<file path="config.mk">
export PLATFORM = sky130hd
export DESIGN_NAME = swap_slot_next_fit_allocator
export DESIGN_NICKNAME = d
export VERILOG_FILES = /design/src/rtl/core/ssnfa_pkg.sv /design/src/rtl/core/ssnfa_ram.sv /design/src/rtl/core/swap_slot_next_fit_allocator.sv
export VERILOG_INCLUDE_DIRS = /design/src /design/src/rtl/core
export SDC_FILE = /design/constraint.sdc
export NUM_CORES = 2
export LEC_CHECK = 0
export BUFFER_PORTS_ARGS = -buffer_cell sky130_fd_sc_hd__buf_2
export CELL_PAD_IN_SITES_DETAIL_PLACEMENT = 2
export CELL_PAD_IN_SITES_GLOBAL_PLACEMENT = 2
export CORE_ASPECT_RATIO = 0.8
export CORE_MARGIN = 5
export CORE_UTILIZATION = 54
export DETAILED_ROUTE_END_ITERATION = 10
export GPL_TIMING_DRIVEN = 0
export HOLD_SLACK_MARGIN = 0.06
export PLACE_DENSITY = 0.93
export SYNTH_ARGS = -nofsm -noshare
export SYNTH_HDL_FRONTEND = slang
export SYNTH_SLANG_ARGS = --single-unit
</file>
<file path="constraint.sdc">
create_clock -name clk -period 13.1 [get_ports clk]
set_input_delay 1.965 -clock clk [delete_from_list [all_inputs] [get_ports clk]]
set_output_delay 1.965 -clock clk [all_outputs]
set_load 0.03 [all_outputs]
</file>
<file path="src/rtl/core/assert_macros.svh">
// Assertion macros shared by the allocator RTL.
// Checks are compiled only when SYNTHESIS is not defined.
`ifndef ASSERT_MACROS_SVH
`define ASSERT_MACROS_SVH
`ifndef SYNTHESIS
// Condition must hold at every clock edge outside reset.
`define ASSERT_ALWAYS(label, clk, rst, expr) \
  label: assert property (@(posedge clk) disable iff (rst) (expr)) \
    else $error("assertion failed");
// Antecedent implies consequent in the same cycle.
`define ASSERT_IMPL(label, clk, rst, ante, cons) \
  label: assert property (@(posedge clk) disable iff (rst) (ante) |-> (cons)) \
    else $error("assertion failed");
// Antecedent implies consequent in the next cycle.
`define ASSERT_NEXT(label, clk, rst, ante, cons) \
  label: assert property (@(posedge clk) disable iff (rst) (ante) |=> (cons)) \
    else $error("assertion failed");
`else
`define ASSERT_ALWAYS(label, clk, rst, expr)
`define ASSERT_IMPL(label, clk, rst, ante, cons)
`define ASSERT_NEXT(label, clk, rst, ante, cons)
`endif
`endif

</file>
<file path="src/rtl/core/ssnfa_pkg.sv">
// Shared types and constants of the swap slot next-fit allocator.
// No dependencies.
`default_nettype none

package ssnfa_pkg;

  // Field widths of the ports.
  localparam int SLOT_W   = 12;
  localparam int SECTOR_W = 15;
  localparam int COUNT_W  = 13;
  localparam int STATUS_W = 2;

  // Size of the slot map and the sectors that back one slot.
  localparam int MAX_SLOTS        = 4096;
  localparam int SECTORS_PER_SLOT = 8;

  // Slot count after reset.
  localparam logic [COUNT_W-1:0] COUNT_RESET = COUNT_W'(MAX_SLOTS);

  // Request codes.
  localparam logic OP_ALLOC = 1'b0;
  localparam logic OP_FREE  = 1'b1;

  // Result status codes.
  typedef enum logic [STATUS_W-1:0] {
    ST_OK       = 2'd0,
    ST_FULL     = 2'd1,
    ST_NOT_USED = 2'd2
  } status_t;

  // Control sequencer states.
  typedef enum logic [2:0] {
    S_IDLE,
    S_MOD,
    S_SCAN_ISSUE,
    S_SCAN,
    S_FREE_CHK,
    S_RESP
  } state_t;

endpackage

`default_nettype wire

</file>
<file path="src/rtl/core/ssnfa_ram.sv">
// Generic single-write, single-read RAM with a registered read port.
// No dependencies.
`default_nettype none

module ssnfa_ram #(
  parameter int WIDTH = 64,
  parameter int DEPTH = 64
) (
  input  wire logic                     clk,
  input  wire logic                     we,
  input  wire logic [$clog2(DEPTH)-1:0] waddr,
  input  wire logic [WIDTH-1:0]         wdata,
  input  wire logic [$clog2(DEPTH)-1:0] raddr,
  output logic      [WIDTH-1:0]         rdata
);

  logic [WIDTH-1:0] mem [DEPTH];

  // Write port.
  always_ff @(posedge clk) begin
    if (we) begin
      mem[waddr] <= wdata;
    end
  end

  // Read port, registered.
  always_ff @(posedge clk) begin
    rdata <= mem[raddr];
  end

endmodule

`default_nettype wire

</file>
<file path="src/rtl/core/swap_slot_next_fit_allocator.sv">
// Next-fit swap slot allocator: top level with the sequencer and used-map datapath.
// Depends on ssnfa_pkg, ssnfa_ram and assert_macros.svh.
//
// Usage:
//   Requests arrive on in_valid/in_ready with op (allocate or free) and slot_index.
//   Each request yields one result on out_valid/out_ready: slot_out, sector_base
//   (slot_out times eight) and status (ok, no free slot, freed slot not allocated).
//   cfg_we/cfg_wdata writes the slot count; write it only while the block is idle.
// Sequencing:
//   One request is in work at a time. A free passes a check state and the response
//   state before its result turns valid; an allocate reads the used-map one 64-bit
//   word per cycle, 1 to 65 words in all. A lowered count below the pointer adds a
//   bit-serial remainder step before the scan. The next request can be taken in the
//   cycle in which the result turns valid.
// Reset:
//   The map reads as all free at once through per-word valid flags, the pointer
//   is zero and the slot count is 4096. No clearing pass is needed.
// Stalls:
//   A result waits in the output register; the next request is still taken
//   and its result is held back until the register is free.
`default_nettype none
`include "assert_macros.svh"

module swap_slot_next_fit_allocator #(
  parameter int WORD_BITS = 64
) (
  input  wire logic                            clk,
  input  wire logic                            rst,
  // Configuration write.
  input  wire logic                            cfg_we,
  input  wire logic [ssnfa_pkg::COUNT_W-1:0]   cfg_wdata,
  // Request channel.
  input  wire logic                            in_valid,
  output logic                                 in_ready,
  input  wire logic                            op,
  input  wire logic [ssnfa_pkg::SLOT_W-1:0]    slot_index,
  // Result channel.
  output logic                                 out_valid,
  input  wire logic                            out_ready,
  output logic      [ssnfa_pkg::SLOT_W-1:0]    slot_out,
  output logic      [ssnfa_pkg::SECTOR_W-1:0]  sector_base,
  output logic      [ssnfa_pkg::STATUS_W-1:0]  status
);

  import ssnfa_pkg::*;

  localparam int WORD_AW = $clog2(WORD_BITS);
  localparam int ROWS    = MAX_SLOTS / WORD_BITS;
  localparam int ROW_AW  = SLOT_W - WORD_AW;
  localparam int CNT_AW  = $clog2(COUNT_W);
  localparam int LIM_W   = WORD_AW + 1;

  localparam logic [WORD_BITS-1:0] ONES     = {WORD_BITS{1'b1}};
  localparam logic [LIM_W-1:0]     LIM_FULL = LIM_W'(WORD_BITS);

  state_t state, state_next;

  logic [COUNT_W-1:0] slot_count;
  logic [COUNT_W-1:0] n_eff;
  logic [COUNT_W-1:0] n_q;
  logic [SLOT_W-1:0]  last_slot;
  logic [SLOT_W-1:0]  start;
  logic [COUNT_W-1:0] mod_num;
  logic [COUNT_W-1:0] mod_rem;
  logic [CNT_AW-1:0]  mod_cnt;
  logic [ROW_AW-1:0]  word_ptr;
  logic               phase_b;
  logic [SLOT_W-1:0]  req_slot;
  logic [SLOT_W-1:0]  res_slot;
  status_t            res_status;
  logic               res_alloc;

  logic [ROWS-1:0]      row_vld;
  logic                 rd_vld_q;
  logic [WORD_BITS-1:0] ram_q;
  logic [WORD_BITS-1:0] rd_word;

  logic                 ram_we;
  logic [ROW_AW-1:0]    ram_waddr;
  logic [WORD_BITS-1:0] ram_wdata;
  logic [ROW_AW-1:0]    ram_raddr;

  logic                 in_xfer;
  logic                 out_free;
  logic [COUNT_W-1:0]   last_p1;
  logic                 last_fits;
  logic [COUNT_W:0]     mod_shift;
  logic [COUNT_W:0]     mod_diff;
  logic [COUNT_W-1:0]   mod_rem_next;
  logic [COUNT_W-1:0]   n_m1;
  logic [ROW_AW-1:0]    last_w;
  logic [ROW_AW-1:0]    start_w;
  logic [LIM_W-1:0]     lim_a;
  logic [LIM_W-1:0]     lim;
  logic                 at_start;
  logic                 at_last;
  logic [WORD_BITS-1:0] mask_lo;
  logic [WORD_BITS-1:0] mask_hi;
  logic [WORD_BITS-1:0] free_vec;
  logic                 found;
  logic [WORD_AW-1:0]   found_bit;
  logic                 scan_end;
  logic                 to_phase_b;
  logic [ROW_AW-1:0]    next_ptr;
  logic                 free_hit;

  // Used-map storage, one word of slots per row.
  ssnfa_ram #(
    .WIDTH (WORD_BITS),
    .DEPTH (ROWS)
  ) u_map (
    .clk   (clk),
    .we    (ram_we),
    .waddr (ram_waddr),
    .wdata (ram_wdata),
    .raddr (ram_raddr),
    .rdata (ram_q)
  );

  // A row never written since reset reads as all free.
  assign rd_word = rd_vld_q ? ram_q : '0;

  // Slot count clamped to the map size, zero acting as one.
  always_comb begin
    if (slot_count == '0) begin
      n_eff = COUNT_W'(1);
    end else if (slot_count > COUNT_W'(MAX_SLOTS)) begin
      n_eff = COUNT_W'(MAX_SLOTS);
    end else begin
      n_eff = slot_count;
    end
  end

  assign in_xfer   = in_valid && in_ready;
  assign out_free  = !out_valid || out_ready;
  assign last_p1   = COUNT_W'({1'b0, last_slot}) + COUNT_W'(1);
  assign last_fits = COUNT_W'({1'b0, last_slot}) < n_eff;

  // One restoring step of (last_slot + 1) mod count.
  assign mod_shift    = {mod_rem, mod_num[mod_cnt]};
  assign mod_diff     = mod_shift - {1'b0, n_q};
  assign mod_rem_next = (mod_shift >= {1'b0, n_q}) ? mod_diff[COUNT_W-1:0]
                                                   : mod_shift[COUNT_W-1:0];

  // Word range bounds of the scan.
  assign n_m1    = n_q - COUNT_W'(1);
  assign last_w  = n_m1[SLOT_W-1:WORD_AW];
  assign start_w = start[SLOT_W-1:WORD_AW];
  assign lim_a   = LIM_W'({1'b0, n_m1[WORD_AW-1:0]}) + LIM_W'(1);
  assign at_start = word_ptr == start_w;
  assign at_last  = word_ptr == last_w;

  // Candidate mask: the first pass covers start up to count-1, the second
  // pass covers zero up to the slot before start.
  always_comb begin
    if (!phase_b && at_start) begin
      mask_lo = ONES << start[WORD_AW-1:0];
    end else begin
      mask_lo = ONES;
    end
    if (phase_b) begin
      lim = at_start ? LIM_W'({1'b0, start[WORD_AW-1:0]}) : LIM_FULL;
    end else begin
      lim = at_last ? lim_a : LIM_FULL;
    end
    mask_hi = ~(ONES << lim);
  end

  assign free_vec = ~rd_word & mask_lo & mask_hi;
  assign found    = |free_vec;

  // Lowest free candidate in the word.
  always_comb begin
    found_bit = '0;
    for (int i = WORD_BITS - 1; i >= 0; i--) begin
      if (free_vec[i]) begin
        found_bit = WORD_AW'(i);
      end
    end
  end

  assign scan_end   = phase_b && at_start;
  assign to_phase_b = !phase_b && at_last;
  assign next_ptr   = to_phase_b ? '0 : word_ptr + ROW_AW'(1);
  assign free_hit   = rd_word[req_slot[WORD_AW-1:0]];

  // Next-state logic.
  always_comb begin
    state_next = state;
    case (state)
      S_IDLE: begin
        if (in_xfer) begin
          if (op == OP_FREE) begin
            state_next = S_FREE_CHK;
          end else if (last_fits) begin
            state_next = S_SCAN_ISSUE;
          end else begin
            state_next = S_MOD;
          end
        end
      end
      S_MOD: begin
        if (mod_cnt == '0) begin
          state_next = S_SCAN_ISSUE;
        end
      end
      S_SCAN_ISSUE: state_next = S_SCAN;
      S_SCAN: begin
        if (found || scan_end) begin
          state_next = S_RESP;
        end
      end
      S_FREE_CHK: state_next = S_RESP;
      S_RESP: begin
        if (out_free) begin
          state_next = S_IDLE;
        end
      end
      default: state_next = S_IDLE;
    endcase
  end

  // Sequencer outputs: handshake and RAM port control.
  always_comb begin
    in_ready  = 1'b0;
    ram_we    = 1'b0;
    ram_waddr = word_ptr;
    ram_wdata = rd_word;
    ram_raddr = word_ptr;
    case (state)
      S_IDLE: begin
        in_ready  = 1'b1;
        ram_raddr = slot_index[SLOT_W-1:WORD_AW];
      end
      S_SCAN_ISSUE: ram_raddr = start_w;
      S_SCAN: begin
        ram_raddr = next_ptr;
        ram_we    = found;
        ram_wdata = rd_word | (WORD_BITS'(1) << found_bit);
      end
      S_FREE_CHK: begin
        ram_waddr = req_slot[SLOT_W-1:WORD_AW];
        ram_we    = free_hit;
        ram_wdata = rd_word & ~(WORD_BITS'(1) << req_slot[WORD_AW-1:0]);
      end
      default: begin
        ram_we = 1'b0;
      end
    endcase
  end

  // State register.
  always_ff @(posedge clk) begin
    if (rst) begin
      state <= S_IDLE;
    end else begin
      state <= state_next;
    end
  end

  // Configuration register.
  always_ff @(posedge clk) begin
    if (rst) begin
      slot_count <= COUNT_RESET;
    end else if (cfg_we) begin
      slot_count <= cfg_wdata;
    end
  end

  // Row valid flags and the flag of the row being read.
  always_ff @(posedge clk) begin
    if (rst) begin
      row_vld  <= '0;
      rd_vld_q <= 1'b0;
    end else begin
      rd_vld_q <= row_vld[ram_raddr];
      if (ram_we) begin
        row_vld[ram_waddr] <= 1'b1;
      end
    end
  end

  // Next-fit pointer.
  always_ff @(posedge clk) begin
    if (rst) begin
      last_slot <= '0;
    end else if (state == S_SCAN && found) begin
      last_slot <= {word_ptr, found_bit};
    end
  end

  // Request datapath: start point, remainder unit, scan pointer and result.
  always_ff @(posedge clk) begin
    case (state)
      S_IDLE: begin
        n_q       <= n_eff;
        req_slot  <= slot_index;
        res_alloc <= op == OP_ALLOC;
        mod_num   <= last_p1;
        mod_rem   <= '0;
        mod_cnt   <= CNT_AW'(COUNT_W - 1);
        if (last_p1 == n_eff) begin
          start <= '0;
        end else begin
          start <= last_p1[SLOT_W-1:0];
        end
      end
      S_MOD: begin
        mod_rem <= mod_rem_next;
        mod_cnt <= mod_cnt - CNT_AW'(1);
        if (mod_cnt == '0) begin
          start <= mod_rem_next[SLOT_W-1:0];
        end
      end
      S_SCAN_ISSUE: begin
        word_ptr <= start_w;
        phase_b  <= 1'b0;
      end
      S_SCAN: begin
        if (found) begin
          res_slot   <= {word_ptr, found_bit};
          res_status <= ST_OK;
        end else if (scan_end) begin
          res_slot   <= '0;
          res_status <= ST_FULL;
        end else begin
          word_ptr <= next_ptr;
          phase_b  <= phase_b || to_phase_b;
        end
      end
      S_FREE_CHK: begin
        res_slot   <= req_slot;
        res_status <= free_hit ? ST_OK : ST_NOT_USED;
      end
      default: begin
        res_alloc <= res_alloc;
      end
    endcase
  end

  // Output register; holds the result until its transfer.
  always_ff @(posedge clk) begin
    if (rst) begin
      out_valid <= 1'b0;
    end else if (state == S_RESP && out_free) begin
      out_valid <= 1'b1;
    end else if (out_ready) begin
      out_valid <= 1'b0;
    end
  end

  always_ff @(posedge clk) begin
    if (state == S_RESP && out_free) begin
      slot_out    <= res_slot;
      sector_base <= SECTOR_W'(32'(res_slot) * SECTORS_PER_SLOT);
      status      <= res_status;
    end
  end

  // Map writes happen only in the two read-modify-write states.
  `ASSERT_IMPL(a_we_state, clk, rst, ram_we, (state == S_SCAN || state == S_FREE_CHK))
  // The scan start lies inside the configured slot range.
  `ASSERT_IMPL(a_start_range, clk, rst, (state == S_SCAN), (COUNT_W'({1'b0, start}) < n_q))
  // An allocated slot lies inside the configured slot range.
  `ASSERT_IMPL(a_alloc_range, clk, rst,
               (state == S_RESP && res_alloc && res_status == ST_OK),
               (COUNT_W'({1'b0, res_slot}) < n_q))
  // A new result is only loaded from the response state.
  `ASSERT_IMPL(a_load_src, clk, rst, $rose(out_valid), ($past(state) == S_RESP))

endmodule

`default_nettype wire
</file>
==> results of run 1 <==
## logic make-up after synthesis
group | after synthesis | synth area share, %
AO/OA/AOI/OAI | 1355 | 5.18
XOR/XNOR | 54 | 0.276
flip-flops | 4356 | 74.2
adder cells (fa/ha/maj) | 31 | 0.227
buffers and inverters | 634 | 1.64
AND/OR/NAND/NOR | 1076 | 3.14
multiplexers | 1349 | 15.3
other | 1 | 0.00215
## stage by stage
step / instance area [um2] / instances / TNS, ns / hold slack, ns
3_3_place_gp: 180000 / 13100 / -175.43 / 0.408
2_1_floorplan: 174000 / 8858 / 0 / 0.400
## synth_stat cells (all sizes together) (112+ instances only)
library cell / n / share of area [%]
nand2: 231 / 0.50
edfxtp: 4198 / 72
buf: 261 / 0.83
mux4: 1057 / 14
mux2i: 287 / 1.6
o21ai: 112 / 0.32
nor2b: 275 / 0.99
nor2: 298 / 0.65
a21oi: 440 / 1.3
a211oi: 479 / 2.1
dfxtp: 158 / 1.8
clkbuf: 301 / 0.65
==> implementation parameters, run 1 <==
Parameter                              Value

Yosys
  Number of different library cells in the post-synthesis netlist ... 109
  Ys Warns ... 0
  Proportion of synthesized chip area in sequential cells ... 74.2%
  Dominant register cell in the synthesized netlist ... sky130_fd_sc_hd__edfxtp_1
  Combined area of all synthesized cells ... 0.174 mm2
  Number of synthesized register bits ... 4356
  Post-synth EDFFs ... 4198
  Share of async-settable or async-resettable flops after synthesis ... 0%
  Average instance area after synthesis ... 19.7 um2
  Number of instances in the synthesized netlist ... 8856

Floorplan
  Top-level port count ... 62
  Effective utilization at floorplan ... 54.2%
  Die H ... 518 um
  FP Rows ... 186
  Die boundary width ... 645 um

Place
  GPL Wtd Cong ... 0.964
  Detail Placement HPWL ... 607 mm
  Count of input and output buffers ... 57

Status
  Run status ... did not finish
  Stop err ... [ERROR DPL-0033] detailed placement checks failed during check placement.
  Failed at ... detailed placement (3_5_place_dp)
==> inputs of run 2 (changes only) <==
CELL_PAD_IN_SITES_DETAIL_PLACEMENT = default   (was 2)
CELL_PAD_IN_SITES_GLOBAL_PLACEMENT = default   (was 2)
CORE_ASPECT_RATIO = default   (was 0.8)
CORE_UTILIZATION = 40   (was 54)
HOLD_SLACK_MARGIN = default   (was 0.06)
PLACE_DENSITY = default   (was 0.93)
PLACE_DENSITY_LB_ADDON = 0.15   (was default)
==> run 2 against run 1 <==
Compared with the run above:
- the flow now finishes, with violations (capacitance limit, slew limit)
- area after synthesis unchanged
- synthesized cell count did not move
==> implementation parameters, run 2 <==
Parameter                              Value

Global routing
  Initial antenna violation count ... 59
  Total overflow reported by the global router ... 0
  Maximum number of pins on one net before global-route repair ... 65
  Global-route wire length before repair ... 787 mm
  Global-route usage over all layers ... 25.1%
  Number of global-route vias before repair ... 94800

Yosys
  Number of instances in the synthesized netlist ... 8856 (unchanged)
  Top-count cell post-synth ... sky130_fd_sc_hd__edfxtp_1
  Dominant combinational cell family by area after synthesis ... multiplexers
  Share of async-settable or async-resettable flops after synthesis ... 0% (unchanged)
  Multiplexer fraction of the synthesized cell area ... 15.3% (unchanged)
  Share of synthesized cell area in and, or, nand and nor gates ... 3.14% (unchanged)
  Proportion of synthesized chip area in sequential cells ... 74.2% (unchanged)
  Number of synthesized register bits ... 4356 (unchanged)
  Ys Warns ... 0 (unchanged)
  Cell accounting for the most synthesized area ... sky130_fd_sc_hd__edfxtp_1
  XOR/XNOR Fraction of Synth Area ... 0.276% (unchanged)
  Top post-synthesis cells by area ... sky130_fd_sc_hd__edfxtp_1, sky130_fd_sc_hd__mux4_2, sky130_fd_sc_hd__a211oi_1, sky130_fd_sc_hd__dfxtp_1, sky130_fd_sc_hd__mux2i_1
  Post-synth EDFFs ... 4198 (unchanged)
  Top post-synthesis cells by count ... sky130_fd_sc_hd__edfxtp_1, sky130_fd_sc_hd__mux4_2, sky130_fd_sc_hd__a211oi_1
  Fraction of the mapped netlist area in compound gates ... 5.18% (unchanged)
  Average instance area after synthesis ... 19.7 um2 (unchanged)
  Dominant register cell in the synthesized netlist ... sky130_fd_sc_hd__edfxtp_1
  Combined area of all synthesized cells ... 0.174 mm2 (unchanged)
  Post-synthesis share of cell area spent on full adders, half adders and majority gates ... 0.227% (unchanged)
  Number of different library cells in the post-synthesis netlist ... 109 (unchanged)
  Area share of the largest cell type after synthesis ... 72.4% (unchanged)

Pwr
  Part of the power in the clock network ... 27.8%
  Leakage power summed over all cells ... 0.0649 uW
  Net load switching power ... 16500 uW
  Sequential Power Share ... 36.6%
  Switching power as a share of total power ... 36.0%
  Combinational power share ... 35.6%
  Peak ir drop on the vdd network ... 0.147 mV
  Internal power summed over all cells ... 29400 uW
  Power density of the placed cells ... 227 mW/mm2

Final layout
  Biggest register ... u_map.mem
  Leading registers by flop count ... u_map.mem (4096), row_vld (64), u_map.rdata (64)
  Most common library cell in the layout ignoring fill and taps ... sky130_fd_sc_hd__edfxtp_1
  Layout cells sized above 1 ... 24.3%
  Max FFs per register ... 4096
  Non-Filler Cell Area, Final ... 0.202 mm2
  Total number of nets in the final design ... 9662
  Leading cell types in the layout, fill and taps excluded ... sky130_fd_sc_hd__edfxtp_1, sky130_fd_sc_hd__mux4_2, sky130_fd_sc_hd__a211oi_1, sky130_fd_sc_hd__clkbuf_16, sky130_fd_sc_hd__a21oi_1
  Layout overhead on the synthesized area ... 16.2%

Timing
  Worst hold margin ... 0.418 ns
  Total count of hold-check failures in the final report ... 0
  RSZ-0062 raised after global routing ... no
  Skew final ... 0.109 ns
  Minimum clock period after layout ... 9.58 ns
  Setup violations, final ... 0
  Tightest Pin Transition ... 1.54 ns
  Fin worst setup slack ... 3.52 ns
  Worst slew margin ... -3.85%
  Post-route clock period utilization ... 73.2%
  Upper clock frequency limit ... 0.104 GHz
  Number of pins exceeding their max-slew limit in the final report ... 9

Drt
  Vias per std cell ... 5.97
  Number of DRC markers in iteration 0 ... 11300
  Mean routed wirelength per cell ... 36.4 um
  DRC violation count after routing ... 0
  Count of antenna-violating nets left after detailed routing ... 0
  Total Wirelength ... 573 mm
  Number of iterations in the first detailed-routing pass ... 6
  Count of vias placed by the detailed router ... 94100

Status
  Run status ... complete, but fails checks
  Violations in the final reports ... capacitance limit, slew limit

CTS
  CTS Root Cell ... sky130_fd_sc_hd__clkbuf_16
  CTS tree ... yes
  # hold bufs at CTS ... 0
  Post-CTS Resized ... 0
  Setup repair bufs after CTS ... 0
  Number of clock buffers inserted by TritonCTS ... 449
  Maximum root-to-sink buffer count ... 4
  Maximum level of the CTS H-tree ... 5
  Total number of clock tree sinks ... 4356
  Clock network latency to the later pin of the worst-skew pair ... 1.02 ns
  Clock-pin slew of the registers on the worst-case setup and hold paths ... 0.06 ns

Worst setup path
  Data required time of the critical path ... 13.86 ns
  Class of the most critical setup path ... flop to flop
  Critical Path Fanout Max ... 40
  Worst setup EP type ... flop
  Signal arrival time at the worst endpoint ... 10.35 ns
  CP startpoint kind ... flop

Floorplan
  Effective utilization at floorplan ... 40.1% (-14 points)
  Die boundary width ... 670 um (+3.9%)
  Die Footprint ... 0.449 mm2
  Die H ... 670 um (+29%)
  Core Region ... 0.434 mm2
  FP Rows ... 242 (+30%)
  Top-level port count ... 62 (unchanged)

Place
  Count of input and output buffers ... 57 (unchanged)
  Detail Placement HPWL ... 414 mm (-32%)
  Instance area after placement ... 0.188 mm2
  Post-placement setup slack ... 3.91 ns
  GPL Wtd Cong ... 0.962 (-0.26%)

Min path
  Min-Delay Path Class ... flop to flop

Job
  Max-capacitance violation count ... 1
-- run 2: layer usage --
layer	global-route usage, %	wire [um]	share of wire [%]	vias to the layer above
met2	38.7	263000	46	4173
met3	5.03	45500	7.9	851
met5	0	60	0.010	-
met1	35.2	239000	42	50800
li1	-	-	-	38300
met4	10.3	25800	4.5	10
-- run 2: final timing paths --
kind	start	to	slack, ns	cells past startpoint
setup reg to reg	n_q[0]$_DFFE_PP_	u_map.mem[29][18]$_DFFE_PP_	3.52	20
hold reg to reg	res_slot[1]$_DFFE_PP_	sector_base[4]$_DFFE_PP_	0.42	0
setup / recovery	n_q[0]$_DFFE_PP_	u_map.mem[29][18]$_DFFE_PP_	3.52	20
hold / removal	res_slot[1]$_DFFE_PP_	sector_base[4]$_DFFE_PP_	0.42	0
-- run 2: cell families (layout without fill, tap and decap cells) --
family | after synthesis | in the layout
XOR/XNOR | 54 | 54
multiplexers | 1349 | 1349
adder cells (fa/ha/maj) | 31 | 31
other | 1 | 62
flip-flops | 4356 | 4356
buffers and inverters | 634 | 1750
AO/OA/AOI/OAI | 1355 | 1355
AND/OR/NAND/NOR | 1076 | 1076
-- run 2: layout make-up --
| cell class | count | area, um2 |
|---|---|---|
| clock buffer | 560 | 11900 |
| timing repair buffer | 291 | 5240 |
| multi-input combinational | 3868 | 43000 |
| tap | 5734 | 7170 |
| sequential | 4356 | 129000 |
| buffer | 562 | 2620 |
| inverter | 72 | 270 |
| fill | 36500 | 232000 |
| antenna | 59 | 148 |
| clock inverter | 265 | 2760 |
-- run 2: critical path: stages (launching register included) --
cell and delay [ns]:
sky130_fd_sc_hd__edfxtp_1 0.38, sky130_fd_sc_hd__buf_2 0.24, sky130_fd_sc_hd__buf_1 0.50, sky130_fd_sc_hd__inv_1 0.18
sky130_fd_sc_hd__ha_1 0.31, sky130_fd_sc_hd__clkbuf_1 0.43, sky130_fd_sc_hd__nor4bb_1 0.12, sky130_fd_sc_hd__a21oi_1 0.16
sky130_fd_sc_hd__mux2i_1 0.56, sky130_fd_sc_hd__o21ai_0 0.34, sky130_fd_sc_hd__o31ai_4 0.64, sky130_fd_sc_hd__o21ai_1 0.44
sky130_fd_sc_hd__a221oi_1 0.72, sky130_fd_sc_hd__a21o_1 0.22, sky130_fd_sc_hd__a211o_1 0.16, sky130_fd_sc_hd__a211o_1 0.21
sky130_fd_sc_hd__o221ai_1 0.29, sky130_fd_sc_hd__nor3_2 1.01, sky130_fd_sc_hd__nand2_1 0.98, sky130_fd_sc_hd__o22ai_4 1.08
sky130_fd_sc_hd__buf_12 0.29
-- run 2: power groups by stage --
| stage | clock network, uW | registers, uW | logic (uW) |
|---|---|---|---|
| after CTS | 13000 | 16800 | 16500 |
| after global routing | 13600 | 16800 | 17200 |
| final | 12800 | 16800 | 16400 |
| after global placement | 0 | 17300 | 15800 |
| after floorplan | 0 | 17000 | 9140 |
| after detailed placement | 0 | 17100 | 16500 |
-- run 2: metrics by stage --
step	utilization, %	cells	power, uW	setup TNS [ns]
after floorplan	-	8858	26100	0
after global placement	41.8	14600	33100	-3159.89
after detailed placement	43.2	14900	33500	0
after CTS	46.6	15700	46300	0
after global routing	46.6	15700	47600	0
final	46.6	15800	46000	0
Note: power is estimated with default switching activity, not from simulation.
